## src/rtl/core/cpa_pkg.sv

```systemverilog
// Shared types and constants for the contiguous page allocator.
// Used by every module under rtl/core but cpa_ram; depends on nothing.
package cpa_pkg;

   localparam int TABLE_DEPTH = 4096;
   localparam int PAGE_SHIFT  = 12;
   localparam int PAGE_BITS   = $clog2(TABLE_DEPTH);
   localparam int CNT_W       = PAGE_BITS + 1;
   localparam int ADDR_W      = 32;
   localparam int COUNT_W     = 13;
   localparam int PGN_W       = ADDR_W - PAGE_SHIFT;
   localparam int RANGE_W     = PGN_W + 2;

   typedef enum logic [1:0] {
      OP_ALLOC  = 2'd0,
      OP_FREE   = 2'd1,
      OP_MARK   = 2'd2,
      OP_UNUSED = 2'd3
   } opcode_type;

   localparam logic [1:0] PS_HARDWARE  = 2'd0;
   localparam logic [1:0] PS_NO_MEM    = 2'd1;
   localparam logic [1:0] PS_ALLOCATED = 2'd2;
   localparam logic [1:0] PS_FREE      = 2'd3;

   typedef enum logic [2:0] {
      ST_OK            = 3'd0,
      ST_MISALIGNED    = 3'd1,
      ST_NO_ROOM       = 3'd2,
      ST_NOT_ALLOCATED = 3'd3,
      ST_OUT_OF_RANGE  = 3'd4,
      ST_ZERO_COUNT    = 3'd5
   } status_type;

   // Commands from the controller to the datapath.
   typedef struct packed {
      logic       clr_write;
      logic       load;
      logic       init_scan;
      logic       scan;
      logic       mark_write;
      logic       wr_step;
      logic       res_we;
      status_type res_code;
   } cmd_type;

   // Status from the datapath to the controller.
   typedef struct packed {
      opcode_type op;
      status_type pre_code;
      logic       at_end;
      logic       scan_hit;
      logic       scan_fail;
      status_type fail_code;
   } sts_type;

endpackage

```

## src/rtl/core/cpa_ctrl.sv

```systemverilog
// Controller state machine: clearing pass, request checks, scan and write
// pass sequencing, busy and result strobe. Depends on cpa_pkg.
module cpa_ctrl
   import cpa_pkg::*;
(
   input  logic    clock,
   input  logic    reset,
   input  logic    start,
   output logic    busy,
   output logic    rsp_valid,
   output cmd_type cmd,
   input  sts_type sts
);

   typedef enum logic [2:0] {
      S_CLEAR,
      S_IDLE,
      S_CHECK,
      S_SCAN,
      S_WRITE
   } state_type;

   state_type state_ff, state_in;
   logic      busy_ff, busy_in;
   logic      rsp_valid_ff, rsp_valid_in;

   always_comb begin
      cmd          = '0;
      cmd.res_code = ST_OK;
      state_in     = state_ff;
      rsp_valid_in = 1'b0;
      case (state_ff)
         S_CLEAR: begin
            cmd.clr_write = 1'b1;
            if (sts.at_end) state_in = S_IDLE;
         end
         S_IDLE: begin
            if (start) begin
               cmd.load = 1'b1;
               state_in = S_CHECK;
            end
         end
         S_CHECK: begin
            if (sts.pre_code != ST_OK) begin
               cmd.res_we   = 1'b1;
               cmd.res_code = sts.pre_code;
               rsp_valid_in = 1'b1;
               state_in     = S_IDLE;
            end else if (sts.op == OP_MARK) begin
               cmd.mark_write = 1'b1;
               cmd.res_we     = 1'b1;
               rsp_valid_in   = 1'b1;
               state_in       = S_IDLE;
            end else begin
               cmd.init_scan = 1'b1;
               state_in      = S_SCAN;
            end
         end
         S_SCAN: begin
            cmd.scan = 1'b1;
            if (sts.scan_fail) begin
               cmd.res_we   = 1'b1;
               cmd.res_code = sts.fail_code;
               rsp_valid_in = 1'b1;
               state_in     = S_IDLE;
            end else if (sts.scan_hit) begin
               state_in = S_WRITE;
            end
         end
         S_WRITE: begin
            cmd.wr_step = 1'b1;
            if (sts.at_end) begin
               cmd.res_we   = 1'b1;
               rsp_valid_in = 1'b1;
               state_in     = S_IDLE;
            end
         end
         default: state_in = S_IDLE;
      endcase
      busy_in = (state_in != S_IDLE);
   end

   always_ff @(posedge clock) begin
      if (reset) begin
         state_ff     <= S_CLEAR;
         busy_ff      <= 1'b1;
         rsp_valid_ff <= 1'b0;
      end else begin
         state_ff     <= state_in;
         busy_ff      <= busy_in;
         rsp_valid_ff <= rsp_valid_in;
      end
   end

   assign busy      = busy_ff;
   assign rsp_valid = rsp_valid_ff;

endmodule

```

## config.mk

```make
export PLATFORM = sky130hd
export DESIGN_NAME = cpa_ctrl
export DESIGN_NICKNAME = d
export VERILOG_FILES = /design/src/rtl/core/cpa_pkg.sv /design/src/rtl/core/cpa_ctrl.sv
export SDC_FILE = /design/constraint.sdc
export NUM_CORES = 1
export LEC_CHECK = 0
export BUFFER_PORTS_ARGS = -buffer_cell sky130_fd_sc_hd__buf_2
export CAP_MARGIN = 40
export CELL_PAD_IN_SITES_DETAIL_PLACEMENT = 0
export CELL_PAD_IN_SITES_GLOBAL_PLACEMENT = 1
export CORE_MARGIN = 3
export CORE_UTILIZATION = 25
export DETAILED_ROUTE_END_ITERATION = 8
export PLACE_DENSITY = 0.75
export SLEW_MARGIN = 15
export SYNTH_ARGS = -nofsm -noshare
export SYNTH_HDL_FRONTEND = slang
export SYNTH_SLANG_ARGS = --single-unit
```

## constraint.sdc

```tcl
create_clock -name clock -period 2.1 [get_ports clock]
set_input_delay 0.105 -clock clock [delete_from_list [all_inputs] [get_ports clock]]
set_output_delay 0.105 -clock clock [all_outputs]
set_load 0.02 [all_outputs]
```

# [Word level (Yosys, flattened, before mapping)]
# Index checks and enable logic that the tools add are counted.
[totals] register_bits=5 in_bits=14 output_inout_bits=12
[op_classes] eq_ne=6 mux=26 n_reduce_logical=3
[op_table] operator="$mux 3" n=6
[op_table] operator="$mux 1" n=14
[op_table] operator="$pmux 3 s4" n=1
[op_table] operator="$eq 3x2->1 const B" n=2
[op_table] operator="$pmux 1 s3" n=2
[op_table] operator="$pmux 3 s2" n=1
[op_table] operator="$mux 4" n=1
[op_table] operator="$eq 3x1->1 const B" n=1
[op_table] operator="$eq 3x3->1 const B" n=1
[op_table] operator="$logic_not 3->1" n=1
[op_table] operator="$ne 3x1->1 const B" n=1
[op_table] operator="$reduce_bool 3->1" n=1
[op_table] operator="$eq 2x2->1 const B" n=1
[op_table] operator="$mux 2" n=1
[op_table] operator="$reduce_or 2->1" n=1

# [Depth between registers and ports, before layout]
[logic_depth] depth_word=5 mapped_depth=5

# [Least setup slack after synthesis]
# OpenSTA, ideal clock, no wires.
[synth_path] path_kind="flip-flop to output port" startpoint="reg state_ff[0]" endpoint="out cmd[3] (netlist name)" arrival_ns=1.466 t_required_ns=1.995 setup_slack_ns=0.529 path_stages_with_launch=5 cell_sequence="dfxtp_1 -> buf_6 -> nor3b_1 -> a221o_2 -> buf_4"
[synth_lines] element="start, declared" line_no="cpa_ctrl.sv:23" rtl="state_type state_ff, state_in;"
[synth_lines] element="start signal, assigned" line_no="cpa_ctrl.sv:89" rtl="state_ff <= state_in;"
[synth_lines] element="end, declared" line_no="cpa_ctrl.sv:11" rtl="output cmd_type cmd,"

==> impl_metrics.ini <==
[pwr]
ir_drop_mv = 0.225
p_per_area_nw_per_um2 = 615
leakagePower_uw = 0.000248

[synthesis]
synth_cell_types = 24
ys_ff_latch = 5
synth_most_common_cell = a21oi_1
synth.top_cells.by_area = dfxtp_1, a21oi_1, nand2b_1, or2b_2, nand3_1
ys_top_cells_by_count = a21oi_1, dfxtp_1, nand2_1, nor2_1
syn_area_um2 = 359
synthCells = 46
ys.flop_type = dfxtp_1
async_flop_share_pct = 0
synth_top_area_share_pct = 27.9
synth_area_leader_cell = dfxtp_1
seq_area_frac_synth_pct = 27.9
synth_area_per_cell_um2 = 7.81
yosys_warnings = 0
synth_fp_nets = 60
synth_edf_count = 0

[finish]
final_area_um2 = 510
antenna_cells = 0
layout-drive-gt1-share_pct = 50.7
syn_to_final_growth_pct = 42.2
fill_cells = 142
layout.nets = 88

[clock_network]
cts_resized = 0
cts_sinks = 5
post_cts.repair.setup_buffers = 0
hold_buffers = 0
numCtsBuffers = 3
path_clk_slew_ps = 40
insertion_delay_ps = 240
htreeDepth = 1
cts-root-buf = clkbuf_4
clockBufferDepth = 2
cts_tree = yes

[sta]
fmax_ghz = 0.639
tightest_slew_ps = 377
finClkSkew_ps = 4.07
maxSlewHeadroom_pct = 74.8
setup_viol = 0
rsz0062_at_grt = no
finalCritPeriodShare_pct = 74.5
hold_violations = 0
maxSlewViolCount = 0
period_minus_slack_ps = 1560
setup_tns_ps = 0

[setup_path]
path_cells = nor3b_2 -> a21boi_1 -> a221o_2 -> buf_2
critPathSlowestCell = dfxtp_1
worstSetupStartpoint = state_ff[0]
cp-end-kind = output pin
cp.arrival_ps = 1460
r2r_start = state_ff[0]
cp_max_fo = 9
worstSetupPathType = flop to output pin
crit_path_start_kind = flop
cpPeakStageDelay_ps = 510
cp.required_ps = 2000

[worst_hold_path]
hold_path_startpoint = reset
hold_path_class = primary input to flop

[global_route]
antenna_found_initial = 0
grt_max_degree = 10
grt.overflow.total = 0
grt_pass1_vias = 412
grt_pass1_wl_mm = 1.59
grt_use_total_pct = 11.8

[floorplan]
die_area_um2 = 1930
rows = 13
start_util_pct = 27.3
die_width_um = 43.9
io_pins = 26
coreArea_um2 = 1320
die_h_um = 43.9

[drt]
antenna_left = 0
drt_iter0_markers = 3
wl_per_cell_um = 10.5
drtPass1Iterations = 4
drc = 0
num_vias = 413
finalWirelength_um = 923
vias_per_cell = 4.69

[place]
place.gp.congestion = 0.740
postPlaceCellArea_um2 = 484
port_buffers = 25
dpl.hpwl_um = 749

[run_status]
status = finished, final reports clean

[flow_run]
cap_viol_max_count = 0
sequential cells by signal (all words and copies together), names as in the netlist:
signal     count
state_ff       3
busy           1
rsp_valid      1
logic make-up (layout without fill, tap and decap cells):
kind of cell           after synthesis  after routing  share of synthesized area [%]
DFF                                  5              5                           27.9
buffers and inverters                3             30                           6.27
and+or+nand+nor                     29             29                           50.2
AOI/OAI and AO/OA                    9              9                           15.7
placed cells by master, fill, tap and decap left out:
| master | instances |
|---|---|
| o31ai_1 | 1 |
| inv_2 | 1 |
| nor3b_2 | 1 |
| nand2_2 | 1 |
| or3b_1 | 1 |
| nor2_2 | 1 |
| buf_2 | 25 |
| nand2b_2 | 1 |
| and3_1 | 1 |
| nand3_1 | 3 |
| a21boi_1 | 1 |
| or4_1 | 1 |
| a221o_2 | 1 |
| nand2b_1 | 3 |
| nor2b_4 | 1 |
| clkbuf_4 | 3 |
| nor2_1 | 4 |
| or2b_2 | 2 |
| dfxtp_1 | 5 |
| nor3b_1 | 1 |
| nand2_1 | 4 |
| or3_1 | 1 |
| a21oi_1 | 6 |
| clkbuf_1 | 1 |
| nor3_1 | 3 |
worst max-delay path: cells and delay by family, from the launching register on:
family / cells / cell delay [ps]
AOI/OAI and AO/OA: 2 / 460
and+or+nand+nor: 1 / 100
DFF: 1 / 510
buffers and inverters: 1 / 160
worst paths after layout:
path / end / slack [ps] / cells past startpoint
hold / removal: rsp_valid / 100 / 2
setup / recovery: cmd[3] / 540 / 4
hold reg to reg: state_ff[2] / 710 / 3
setup reg to reg: busy / 740 / 4
final cells by class:
| type | count | area, um^2 | area share (%) |
|---|---|---|---|
| multi-input combinational | 38 | 236 | 46.3 |
| inverter | 1 | 3.75 | 0.735 |
| clock buffer | 4 | 26.3 | 5.15 |
| sequential | 5 | 100 | 19.6 |
| tap | 15 | 18.8 | 3.68 |
| timing repair buffer | 25 | 125 | 24.5 |
layer usage:
layer  track usage, %  wire [um]  up-vias
met5                0          0        -
met4             12.7         44        0
met2             16.9        424       18
li1                 -          -      214
met3             4.15         79        4
met1             12.6        374      177
power breakdown:
| group | internal [uW] | switching, uW |
|---|---|---|
| Sequential | 104 | 11.7 |
| Combinational | 36.8 | 52.8 |
| Clock | 71.7 | 37.0 |
per-stage QoR:
step / setup slack (ps) / util, % / cells / total power, uW / hold WS, ps
6_report: 535 / 38.7 / 88 / 314 / 103
5_1_grt: 416 / 38.7 / 88 / 346 / 99.2
4_1_cts: 521 / 38.7 / 88 / 320 / 96.9
3_5_place_dp: 746 / 36.8 / 84 / 208 / 355
3_3_place_gp: 717 / 36.8 / 84 / 209 / 356
2_1_floorplan: 529 / - / 46 / 180 / 169
(Power assumes the default switching activity.)
